### config.mk
export PLATFORM = sky130hd
export DESIGN_NAME = bounded_deque_with_search_unit
export DESIGN_NICKNAME = d
export VERILOG_FILES = /design/src/dbq_pkg.sv /design/src/dbq_cell.sv /design/src/dbq_ctrl.sv /design/src/bounded_deque_with_search_unit.sv
export VERILOG_INCLUDE_DIRS = /design/src /design/src/src
export SDC_FILE = /design/constraint.sdc
export NUM_CORES = 2
export LEC_CHECK = 0
export BUFFER_PORTS_ARGS = -buffer_cell sky130_fd_sc_hd__buf_2
export CORE_MARGIN = 8
export CORE_UTILIZATION = 40
export DETAILED_ROUTE_END_ITERATION = 6
export PLACE_DENSITY = 0.54
export RECOVER_POWER = 25
export SYNTH_ARGS = -nofsm -noshare
export SYNTH_HDL_FRONTEND = slang
export SYNTH_SLANG_ARGS = --single-unit
### constraint.sdc
create_clock -name i_clk -period 441.8 [get_ports i_clk]
set_clock_uncertainty 0.15 [all_clocks]
set_input_delay 88.36 -clock i_clk [delete_from_list [all_inputs] [get_ports i_clk]]
set_output_delay 88.36 -clock i_clk [all_outputs]
set_load 0.02 [all_outputs]
### src/assert_macros.svh
// Assertion macros for the deque RTL.
// No dependencies; taken in by `include in the files that assert.
`ifndef ASSERT_MACROS_SVH
`define ASSERT_MACROS_SVH

// Property must hold at every clock edge outside reset.
`define ASSERT_ALWAYS(label, clk, rst_n, cond, msg) \
    label: assert property (@(posedge clk) disable iff (!rst_n) (cond)) else $error(msg);

// Consequent must hold in the cycle after the antecedent.
`define ASSERT_NEXT(label, clk, rst_n, ante, cons, msg) \
    label: assert property (@(posedge clk) disable iff (!rst_n) (ante) |=> (cons)) \
        else $error(msg);

`endif

### src/dbq_pkg.sv
// Package for the bounded deque with search: sizes, operation and status codes,
// transaction structs and the sweep controller state type. No dependencies.
`timescale 1ns / 1ps

package dbq_pkg;

    // Storage sizing
    localparam int DEPTH  = 256;
    localparam int IDX_W  = $clog2(DEPTH);
    localparam int CNT_W  = $clog2(DEPTH + 1);

    // Fixed field widths
    localparam int DATA_W = 32;
    localparam int MODE_W = 3;
    localparam int POS_W  = 9;
    localparam int LEN_W  = 9;
    localparam int STAT_W = 2;
    localparam int CMP_W  = (CNT_W > POS_W) ? CNT_W : POS_W;

    // Operation codes
    localparam logic [MODE_W-1:0] MODE_INS_FRONT = 3'd0;
    localparam logic [MODE_W-1:0] MODE_INS_BACK  = 3'd1;
    localparam logic [MODE_W-1:0] MODE_DEL_FRONT = 3'd2;
    localparam logic [MODE_W-1:0] MODE_DEL_BACK  = 3'd3;
    localparam logic [MODE_W-1:0] MODE_DEL_POS   = 3'd4;
    localparam logic [MODE_W-1:0] MODE_SEARCH    = 3'd5;

    // Status codes
    localparam logic [STAT_W-1:0] STAT_OK    = 2'd0;
    localparam logic [STAT_W-1:0] STAT_EMPTY = 2'd1;
    localparam logic [STAT_W-1:0] STAT_FULL  = 2'd2;
    localparam logic [STAT_W-1:0] STAT_RANGE = 2'd3;

    typedef struct packed {
        logic [MODE_W-1:0]        mode;
        logic signed [DATA_W-1:0] value;
        logic [POS_W-1:0]         position;
    } t_in_item;

    typedef struct packed {
        logic [STAT_W-1:0]        status;
        logic signed [DATA_W-1:0] removed_value;
        logic                     found;
        logic [LEN_W-1:0]         length;
    } t_out_item;

    // Controller to cell chain: shift enable and the value fed into the tail cell
    typedef struct packed {
        logic              shift;
        logic [DATA_W-1:0] tail;
    } t_chain_ctl;

    typedef enum logic [2:0] {
        ST_IDLE  = 3'b001,
        ST_SWEEP = 3'b010,
        ST_DONE  = 3'b100
    } t_state;

endpackage

### src/dbq_cell.sv
// One storage cell of the deque ring: holds one entry and takes its neighbour's
// entry on every shift. Depends on dbq_pkg.
`timescale 1ns / 1ps

module dbq_cell (
    input  logic                          i_clk,
    input  logic                          i_shift,
    input  logic [dbq_pkg::DATA_W-1:0]    i_d,
    output logic [dbq_pkg::DATA_W-1:0]    o_q
);

    logic [dbq_pkg::DATA_W-1:0] r_q;
    logic [dbq_pkg::DATA_W-1:0] n_q;

    // Move one place toward the head on a shift, otherwise hold
    always_comb begin
        n_q = i_shift ? i_d : r_q;
    end

    always_ff @(posedge i_clk) begin
        r_q <= n_q;
    end

    assign o_q = r_q;

endmodule

### src/dbq_ctrl.sv
// Sweep controller for the deque: decodes a request, rotates the cell ring once
// round, rebuilds the order at the tail and registers the result.
// Depends on dbq_pkg and assert_macros.svh.
`timescale 1ns / 1ps
`include "assert_macros.svh"

module dbq_ctrl (
    input  logic                          i_clk,
    input  logic                          i_rst_n,
    input  logic                          i_in_valid,
    output logic                          o_in_stall,
    input  dbq_pkg::t_in_item             i_in_data,
    output logic                          o_out_valid,
    input  logic                          i_out_stall,
    output dbq_pkg::t_out_item            o_out_data,
    input  logic [dbq_pkg::DATA_W-1:0]    i_head,
    input  logic [dbq_pkg::DATA_W-1:0]    i_next,
    output dbq_pkg::t_chain_ctl           o_chain
);

    // Control state
    dbq_pkg::t_state                r_state, n_state;
    logic [dbq_pkg::CNT_W-1:0]      r_count, n_count;
    logic [dbq_pkg::IDX_W-1:0]      r_step,  n_step;
    logic                           r_out_valid, n_out_valid;

    // Per-transaction working registers
    logic [dbq_pkg::MODE_W-1:0]     r_op,      n_op;
    logic [dbq_pkg::DATA_W-1:0]     r_key,     n_key;
    logic [dbq_pkg::IDX_W-1:0]      r_tgt,     n_tgt;
    logic [dbq_pkg::DATA_W-1:0]     r_prev,    n_prev;
    logic [dbq_pkg::DATA_W-1:0]     r_removed, n_removed;
    logic                           r_found,   n_found;
    dbq_pkg::t_out_item             r_out,     n_out;

    // Decode
    logic                           w_out_free;
    logic                           w_accept;
    logic                           w_empty;
    logic                           w_full;
    logic                           w_bad_pos;
    logic [dbq_pkg::CMP_W-1:0]      w_pos_ext;
    logic [dbq_pkg::CMP_W-1:0]      w_cnt_ext;
    logic                           w_sweep;
    logic [dbq_pkg::STAT_W-1:0]     w_imm_status;
    logic [dbq_pkg::IDX_W-1:0]      w_tgt;
    logic [dbq_pkg::CNT_W-1:0]      w_new_count;

    // Sweep datapath
    logic                           w_last;
    logic                           w_in_list;
    logic                           w_is_del;
    logic [dbq_pkg::DATA_W-1:0]     w_tail;

    assign w_out_free = !r_out_valid || !i_out_stall;
    assign o_in_stall = (r_state != dbq_pkg::ST_IDLE) || !w_out_free;
    assign w_accept   = i_in_valid && !o_in_stall;

    assign w_empty   = (r_count == '0);
    assign w_full    = (r_count == dbq_pkg::CNT_W'(dbq_pkg::DEPTH));
    assign w_pos_ext = dbq_pkg::CMP_W'(i_in_data.position);
    assign w_cnt_ext = dbq_pkg::CMP_W'(r_count);
    assign w_bad_pos = (w_pos_ext == '0) || (w_pos_ext > w_cnt_ext);

    // Request decode: which requests need a sweep, and the target slot
    always_comb begin
        w_sweep      = 1'b0;
        w_imm_status = dbq_pkg::STAT_OK;
        w_tgt        = '0;
        w_new_count  = r_count;
        case (i_in_data.mode)
            dbq_pkg::MODE_INS_FRONT: begin
                if (w_full) begin
                    w_imm_status = dbq_pkg::STAT_FULL;
                end else begin
                    w_sweep     = 1'b1;
                    w_new_count = r_count + 1'b1;
                end
            end
            dbq_pkg::MODE_INS_BACK: begin
                if (w_full) begin
                    w_imm_status = dbq_pkg::STAT_FULL;
                end else begin
                    w_sweep     = 1'b1;
                    w_tgt       = dbq_pkg::IDX_W'(r_count);
                    w_new_count = r_count + 1'b1;
                end
            end
            dbq_pkg::MODE_DEL_FRONT: begin
                if (w_empty) begin
                    w_imm_status = dbq_pkg::STAT_EMPTY;
                end else begin
                    w_sweep     = 1'b1;
                    w_new_count = r_count - 1'b1;
                end
            end
            dbq_pkg::MODE_DEL_BACK: begin
                if (w_empty) begin
                    w_imm_status = dbq_pkg::STAT_EMPTY;
                end else begin
                    w_sweep     = 1'b1;
                    w_tgt       = dbq_pkg::IDX_W'(r_count - 1'b1);
                    w_new_count = r_count - 1'b1;
                end
            end
            dbq_pkg::MODE_DEL_POS: begin
                if (w_empty) begin
                    w_imm_status = dbq_pkg::STAT_EMPTY;
                end else if (w_bad_pos) begin
                    w_imm_status = dbq_pkg::STAT_RANGE;
                end else begin
                    w_sweep     = 1'b1;
                    w_tgt       = dbq_pkg::IDX_W'(w_pos_ext - 1'b1);
                    w_new_count = r_count - 1'b1;
                end
            end
            dbq_pkg::MODE_SEARCH: begin
                if (w_empty) begin
                    w_imm_status = dbq_pkg::STAT_EMPTY;
                end else begin
                    w_sweep = 1'b1;
                end
            end
            default: begin
                w_sweep = 1'b0;
            end
        endcase
    end

    assign w_last    = (r_step == dbq_pkg::IDX_W'(dbq_pkg::DEPTH - 1));
    assign w_in_list = (dbq_pkg::CNT_W'(r_step) < r_count);
    assign w_is_del  = (r_op == dbq_pkg::MODE_DEL_FRONT) || (r_op == dbq_pkg::MODE_DEL_BACK)
                    || (r_op == dbq_pkg::MODE_DEL_POS);

    // Tail feed: after a full turn, cell k holds what was fed at step k
    always_comb begin
        case (r_op)
            dbq_pkg::MODE_INS_FRONT: w_tail = (r_step == '0) ? r_key : r_prev;
            dbq_pkg::MODE_INS_BACK:  w_tail = (r_step == r_tgt) ? r_key : i_head;
            dbq_pkg::MODE_DEL_FRONT,
            dbq_pkg::MODE_DEL_POS:   w_tail = (r_step >= r_tgt) ? i_next : i_head;
            default:                 w_tail = i_head;
        endcase
    end

    assign o_chain.shift = (r_state == dbq_pkg::ST_SWEEP);
    assign o_chain.tail  = w_tail;

    // Sequencing and result assembly
    always_comb begin
        n_state     = r_state;
        n_count     = r_count;
        n_step      = r_step;
        n_op        = r_op;
        n_key       = r_key;
        n_tgt       = r_tgt;
        n_prev      = r_prev;
        n_removed   = r_removed;
        n_found     = r_found;
        n_out       = r_out;
        n_out_valid = r_out_valid && i_out_stall;
        case (r_state)
            dbq_pkg::ST_IDLE: begin
                if (w_accept) begin
                    n_op      = i_in_data.mode;
                    n_key     = i_in_data.value;
                    n_tgt     = w_tgt;
                    n_step    = '0;
                    n_removed = '0;
                    n_found   = 1'b0;
                    if (w_sweep) begin
                        n_state = dbq_pkg::ST_SWEEP;
                        n_count = w_new_count;
                    end else begin
                        n_out.status        = w_imm_status;
                        n_out.removed_value = '0;
                        n_out.found         = 1'b0;
                        n_out.length        = dbq_pkg::LEN_W'(r_count);
                        n_out_valid         = 1'b1;
                    end
                end
            end
            dbq_pkg::ST_SWEEP: begin
                n_prev = i_head;
                n_step = r_step + 1'b1;
                if (w_is_del && (r_step == r_tgt)) begin
                    n_removed = i_head;
                end
                if ((r_op == dbq_pkg::MODE_SEARCH) && w_in_list && (i_head == r_key)) begin
                    n_found = 1'b1;
                end
                if (w_last) begin
                    n_state = dbq_pkg::ST_DONE;
                end
            end
            dbq_pkg::ST_DONE: begin
                if (w_out_free) begin
                    n_out.status        = dbq_pkg::STAT_OK;
                    n_out.removed_value = r_removed;
                    n_out.found         = r_found;
                    n_out.length        = dbq_pkg::LEN_W'(r_count);
                    n_out_valid         = 1'b1;
                    n_state             = dbq_pkg::ST_IDLE;
                end
            end
            default: begin
                n_state = dbq_pkg::ST_IDLE;
            end
        endcase
    end

    // Control registers
    always_ff @(posedge i_clk) begin
        if (!i_rst_n) begin
            r_state     <= dbq_pkg::ST_IDLE;
            r_count     <= '0;
            r_step      <= '0;
            r_out_valid <= 1'b0;
        end else begin
            r_state     <= n_state;
            r_count     <= n_count;
            r_step      <= n_step;
            r_out_valid <= n_out_valid;
        end
    end

    // Payload registers
    always_ff @(posedge i_clk) begin
        r_op      <= n_op;
        r_key     <= n_key;
        r_tgt     <= n_tgt;
        r_prev    <= n_prev;
        r_removed <= n_removed;
        r_found   <= n_found;
        r_out     <= n_out;
    end

    assign o_out_valid = r_out_valid;
    assign o_out_data  = r_out;

    // Checks
    `ASSERT_ALWAYS(a_count_bound, i_clk, i_rst_n, r_count <= dbq_pkg::CNT_W'(dbq_pkg::DEPTH),
        "entry count beyond depth")
    `ASSERT_NEXT(a_sweep_ends, i_clk, i_rst_n, (r_state == dbq_pkg::ST_SWEEP) && w_last,
        r_state == dbq_pkg::ST_DONE, "sweep did not end after one full turn")
    `ASSERT_NEXT(a_sweep_starts, i_clk, i_rst_n, w_accept && w_sweep,
        (r_state == dbq_pkg::ST_SWEEP) && (r_step == '0), "sweep did not start at step zero")
    `ASSERT_NEXT(a_done_delivers, i_clk, i_rst_n, (r_state == dbq_pkg::ST_DONE) && w_out_free,
        o_out_valid && (r_state == dbq_pkg::ST_IDLE), "finished sweep left no result")

endmodule

### src/bounded_deque_with_search_unit.sv
// Requests answered at decode (full, empty, bad position, unused mode) give their
// result in the cycle after acceptance; others pass through ST_SWEEP and ST_DONE first.
// Throughput: one transaction at a time; a sweeping one holds the unit for one full
// rotation of the cell ring through its single head and tail ports; transactions
// answered at decode can follow one per cycle while the output is not stalled.
// Reset (synchronous, active low) empties the list; stored entries keep no reset.
`timescale 1ns / 1ps

module bounded_deque_with_search_unit (
    input  logic                  i_clk,
    input  logic                  i_rst_n,
    input  logic                  i_in_valid,
    output logic                  o_in_stall,
    input  dbq_pkg::t_in_item     i_in_data,
    output logic                  o_out_valid,
    input  logic                  i_out_stall,
    output dbq_pkg::t_out_item    o_out_data
);

    logic [dbq_pkg::DATA_W-1:0] w_q [dbq_pkg::DEPTH];
    dbq_pkg::t_chain_ctl        w_chain;

    // Ring of cells: each takes its neighbour, the last takes the controller feed
    for (genvar k = 0; k < dbq_pkg::DEPTH; k++) begin : g_cell
        if (k == dbq_pkg::DEPTH - 1) begin : g_tail
            dbq_cell u_cell (
                .i_clk   (i_clk),
                .i_shift (w_chain.shift),
                .i_d     (w_chain.tail),
                .o_q     (w_q[k])
            );
        end else begin : g_body
            dbq_cell u_cell (
                .i_clk   (i_clk),
                .i_shift (w_chain.shift),
                .i_d     (w_q[k+1]),
                .o_q     (w_q[k])
            );
        end
    end

    // Sequencer and result register
    dbq_ctrl u_ctrl (
        .i_clk       (i_clk),
        .i_rst_n     (i_rst_n),
        .i_in_valid  (i_in_valid),
        .o_in_stall  (o_in_stall),
        .i_in_data   (i_in_data),
        .o_out_valid (o_out_valid),
        .i_out_stall (i_out_stall),
        .o_out_data  (o_out_data),
        .i_head      (w_q[0]),
        .i_next      (w_q[1]),
        .o_chain     (w_chain)
    );

endmodule
Yosys cells after proc, flatten, opt, wreduce, memory -nomap -nowiden. Cells that the tools add are included.

Add/subtract/negate cells: 4. Magnitude comparators: 3. Equal/unequal tests: 29. Muxes and demuxes: 45. Reduce and logical (&&, ||, !) cells: 33.

Operators with widths (number): 32-bit 2-to-1 mux (5); 44-bit 2-to-1 mux (3); 32-bit one-hot mux with 3 select lines (1); 44-bit one-hot mux with 2 select lines (1); 32-bit one-hot mux with 2 select lines (1); 8-bit 2-to-1 mux (5); 9-bit 2-to-1 mux (4); 32-bit == test (1); 9-bit one-hot mux with 3 select lines (1); 8-bit one-hot mux with 3 select lines (1); 9-bit logical NOT (2); 8-bit one-hot mux with 2 select lines (1); 3-bit by 2-bit == test with 1-bit output (second input constant) (5); 3-bit == test (second input constant) (5); 3-bit 2-to-1 mux (4); 2-bit by 1-bit inequality test with 1-bit output (second input constant) (6); 1-bit 2-to-1 mux (10); 2-bit inequality test (second input constant) (5); 9-bit by 1-bit adder with 9-bit output (second input constant) (1); 3-bit by 1-bit == test with 1-bit output (second input constant) (3); 9-bit == test (second input constant) (1); 9-bit greater-than comparator (1); 8-bit by 9-bit less-than comparator with 1-bit output (1); 3-bit one-hot mux with 3 select lines (1); other kinds (24) (45).

Register bits: 8365. Output and inout bits: 46.

Depth between registers and ports, before layout.
Depth after elaboration: 8. Depth in mapped cells: 10. Depth with buffers taken out: 8.

By module. A second synthesis with hierarchy kept.

Cell total of the unflattened synthesis: 9041. Area total of the unflattened synthesis: 255445.0 µm².

By module, submodules not included: dbq_cell (times used 256, cells each 32, area an instance 960.9 µm², sequential area each 960.9 µm²); dbq_ctrl (times used 1, cells each 849, area an instance 9449.1 µm², sequential area each 4984.8 µm²).

Worst setup path after synthesis. OpenSTA, ideal clock, no wires.

Path type: flip-flop to flip-flop. From: reg u_ctrl.r_state[2]. To: reg u_ctrl.r_found (data pin). Setup time: 47.410 ns. Data arrival time: 222.301 ns. Data required time: 394.240 ns. Slack: 171.939 ns. Cell stages (with the launch flop): 5. Buffers on the path: 1. Period minus slack after synthesis: 269.861 ns. Path through: dfxtp_1 > nor2_1 > nand2_1 > inv_1 > clkbuf_1.

Cells in the longest elaborated chain, start to end: 2. Elaborated cells between the ends (all ways): 3.

RTL lines: from (decl) (line dbq_ctrl.sv:22) `dbq_pkg::t_state r_state, n_state;`; from (signal assigned) (line dbq_ctrl.sv:215) `r_state <= dbq_pkg::ST_IDLE;`; from (signal assigned) (line dbq_ctrl.sv:220) `r_state <= n_state;`; 3-bit by 2-bit == test with 1-bit output; net g_cell[0].g_body.u_cell.i_shift (line dbq_cell.sv:7) `input logic i_shift,`; 1-bit one-hot mux with 2 select lines (line dbq_ctrl.sv:162) `case (r_state)`; to (signal assigned) (line dbq_ctrl.sv:234) `r_found <= n_found;`; to (decl) (line dbq_ctrl.sv:33) `logic r_found, n_found;`.

The timed path passes the listed nets, and every way through them passes these cells. A chain may end at the register's enable or synchronous reset.

Worst setup path after layout.
From: in i_out_stall. To: out o_in_stall.

Cells in the longest elaborated chain, start to end: 4.

RTL lines: from (decl) (line bounded_deque_with_search_unit.sv:16) `input logic i_out_stall,`; 1-bit logical NOT (line dbq_ctrl.sv:55) `assign w_out_free = !r_out_valid || !i_out_stall;`; 1-bit logical OR (line dbq_ctrl.sv:55); 1-bit logical NOT (line dbq_ctrl.sv:56) `assign o_in_stall = (r_state != dbq_pkg::ST_IDLE) || !w_out_free;`; 1-bit logical OR (line dbq_ctrl.sv:56); to (decl) (line bounded_deque_with_search_unit.sv:13) `output logic o_in_stall,`.

Every way passes these cells.

==> impl_metrics.toml <==
[power_and_ir_drop]
leakage_uw = 0.0667
p_int_uw = 1230
power_frac_comb = 0.007
seqPwrFrac = 0.572
p_switching_uw = 290
vdd_drop_max_uv = 4.83
p_sw_frac = 0.191
power_density_nw_per_um2 = 5.20
design_power_total_uw = 1520
clockPowerShare = 0.421

[critical_path]
critPathArrivalTime_ns = 88.98
r2r_cells = 15
worstPathRequired_ns = 353.29
timing.rr.end = "g_cell[99].g_body.u_cell.o_q[17]$_DFFE_PP_"
end_kind = "output pin"
crit_type = "in -> out"
worstPathMaxFanout = 4
start_kind = "input pin"
worstReg2RegStart = "u_ctrl.r_state[2]$_SDFFE_PN0P_"
ff2ff_setup_slack_ns = 430.23

[sta]
worst_slew_pin_slew_ns = 1.26
setup_viol = 0
rsz0062_at_grt = "no"
hold_viol_final = 0
period_share = 0.402
final.setup.tns_ns = 0
drv_slew = 0
maxClockFrequency_ghz = 0.00563
slew_headroom = 0.158
fin_crit_ns = 177.49

[floorplan]
io_pins = 94
core.rowCount = 293
start_util = 0.401
core_um2 = 636000
die_area_um2 = 663000
die_h_um = 814
fp.dieW_um = 814

[drt]
vias_per_cell = 4.52
first_iter_violations = 8290
wire_per_inst_um = 17.1
drt-total-wl_um = 324000
route.met3.wl_um = 16300
first_pass_iters = 7
vias = 85600
drt-met1-wl_um = 169000
wl_met2_um = 129000
route.detailed.drc = 0
antenna_left = 0
highest_layer = "met5"

[clock_tree]
clk_pin_slew_ns = 0.06
cts_resized = 0
clock-sinks = 8365
clk_latency_ns = 1.07
cts_tree = "done"
cts.path.max_buffers = 4
cts_setup_buffers = 0
cts_max_level = 6
root_buffer = "clkbuf_16"
cts_hold_buf = 0
cts_buffers = 797

[global_routing]
gr-usage-all-layers = 0.0950
grt_overflow = 0
grt_pass1_wl_um = 519000
grt_max_degree = 217
grt_pass1_vias = 85700
antenna_found_initial = 16

[logic_synthesis]
ys.flop_type = "edfxtp_1"
ys_async_sr_fraction = 0
synth-edff-count = 8344
synth_area_um2 = 255000
synth_cell_types = 59
yosys-top-cells-area = "edfxtp_1 98%, mux2i_1 0.26%, dfxtp_1 0.16%"
synthTopCellsByCount = "8344 x edfxtp_1, 66 x mux2i_1, 37 x a21oi_1"
yosysMostFrequentCell = "edfxtp_1"
syn_avg_cell_area_um2 = 28.6
synth_top_area_share = 0.983
yosysWarnings = 0
ys_seq_elements = 8365
synth_cells = 8925
synth_top_area_cell = "edfxtp_1"
syn-num-nets = 9002
seq_area_frac_synth = 0.984

[placement]
gp_congestion = 0.766
dp_hpwl_um = 140000
numPortBuffers = 93

[run_status]
status = "completed"

[run]
drv_cap = 0

[cells_and_area]
nFillCells = 51400
syn2layout_area_growth_pct = 14.3
layout-drive-gt1-share = 0.120
nets = 9951

[hold_path]
min_from = "g_cell[39].g_body.u_cell.o_q[7]$_DFFE_PP_"
worstHoldPathCells = 0
hp-class = "reg -> reg"
hold_end = "g_cell[38].g_body.u_cell.o_q[7]$_DFFE_PP_"
[layer usage]
layer  global-route usage  vias up
li1                     -    38500
met1                0.159    44700
met2                0.120     1673
met3               0.0210      808
met4               0.0314        2
met5                    0        -
[worst max path at each step]
stage / start / to / slack (ns) / depth (start not counted)
final: i_out_stall / o_in_stall / 264.31 / 4
after global routing: i_out_stall / o_in_stall / 264.23 / 4
after CTS: i_out_stall / o_in_stall / 264.23 / 4
after detailed placement: i_out_stall / o_in_stall / 264.23 / 4
after global placement: i_out_stall / o_in_stall / 264.23 / 4
after floorplan: u_ctrl.r_state[2]$_SDFFE_PN0P_ / u_ctrl.r_found$_DFFE_PP_ / 171.94 / 4
[cell families after synthesis]
logic type	after synthesis	share of synthesized area
AO/OA/AOI/OAI	159	0.00448
AND/OR/NAND/NOR	198	0.00457
adder cells (fa/ha/maj)	29	0.00142
buffers and inverters	66	0.00107
multiplexers	66	0.00259
XOR/XNOR	42	0.00144
flip-flops	8365	0.984
[stage by stage]
| stage | setup WS, ns | hold WS [ns] | area (um2) | util | instances |
|---|---|---|---|---|---|
| final | 264.31 | 0.237 | 291000 | 0.458 | 18900 |
| after global routing | 264.23 | 0.245 | 291000 | 0.458 | 18900 |
| after CTS | 264.23 | 0.236 | 291000 | 0.458 | 18900 |
| after detailed placement | 264.23 | 0.255 | 267000 | 0.420 | 17500 |
| after global placement | 264.23 | 0.250 | 267000 | 0.420 | 17500 |
| after floorplan | 171.94 | 0.250 | 255000 | - | 8925 |
[final cells by class]
cell class	count	area, um2	share of cell area
flip-flops and latches	8365	251000	0.862
clock inverters	466	3630	0.0125
diodes	4	10.0	0.0000344
inverters	25	101	0.000348
repair buffers	191	1390	0.00477
clock buffers	993	20900	0.0719
well taps	8407	10500	0.0361
multi-input cells	494	3740	0.0128
[flip-flops by register name, indices dropped and copies added (netlist names)]
register / flops
u_ctrl.r_op: 3
u_ctrl.r_prev: 32
u_ctrl.r_tgt: 8
g_cell.g_body.u_cell.o_q: 8160
u_ctrl.o_out_valid: 1
u_ctrl.r_found: 1
u_ctrl.r_key: 32
u_ctrl.r_removed: 32
g_cell.g_tail.u_cell.o_q: 32
u_ctrl.r_step: 8
u_ctrl.r_count: 9
u_ctrl.r_state: 3
u_ctrl.o_out_data: 44
[power by group through the flow]
stage	Sequential, uW	Combinational (uW)	Clock, uW
after CTS	866	11.2	665
final	867	11.0	638
after global routing	866	12.0	693
after floorplan	967	6.29	0
after detailed placement	883	11.2	0
after global placement	883	10.8	0
[critical path, stage by stage]
cell and delay [ns]:
buf_2 0.11, nand2_1 0.11, nand2_1 0.13, buf_2 0.26
[placed cells by master (no fill, tap or decap), drive strengths merged, types with 6 or more instances in the layout]
cell,n
and3,36
o221ai,7
nor3,7
o21ai,19
xor2,33
and2,34
dfxtp,21
a21oi,38
clkbuf,993
o22ai,32
a221o,33
o31ai,9
a31oi,6
buf,191
nor2,27
or4,8
ha,29
clkinv,373
clkinvlp,22
edfxtp,8344
nor4,13
nand2,30
nand3,15
xnor2,9
inv,59
mux2i,66
bufinv,37
Power figures use the tool's default switching activity.
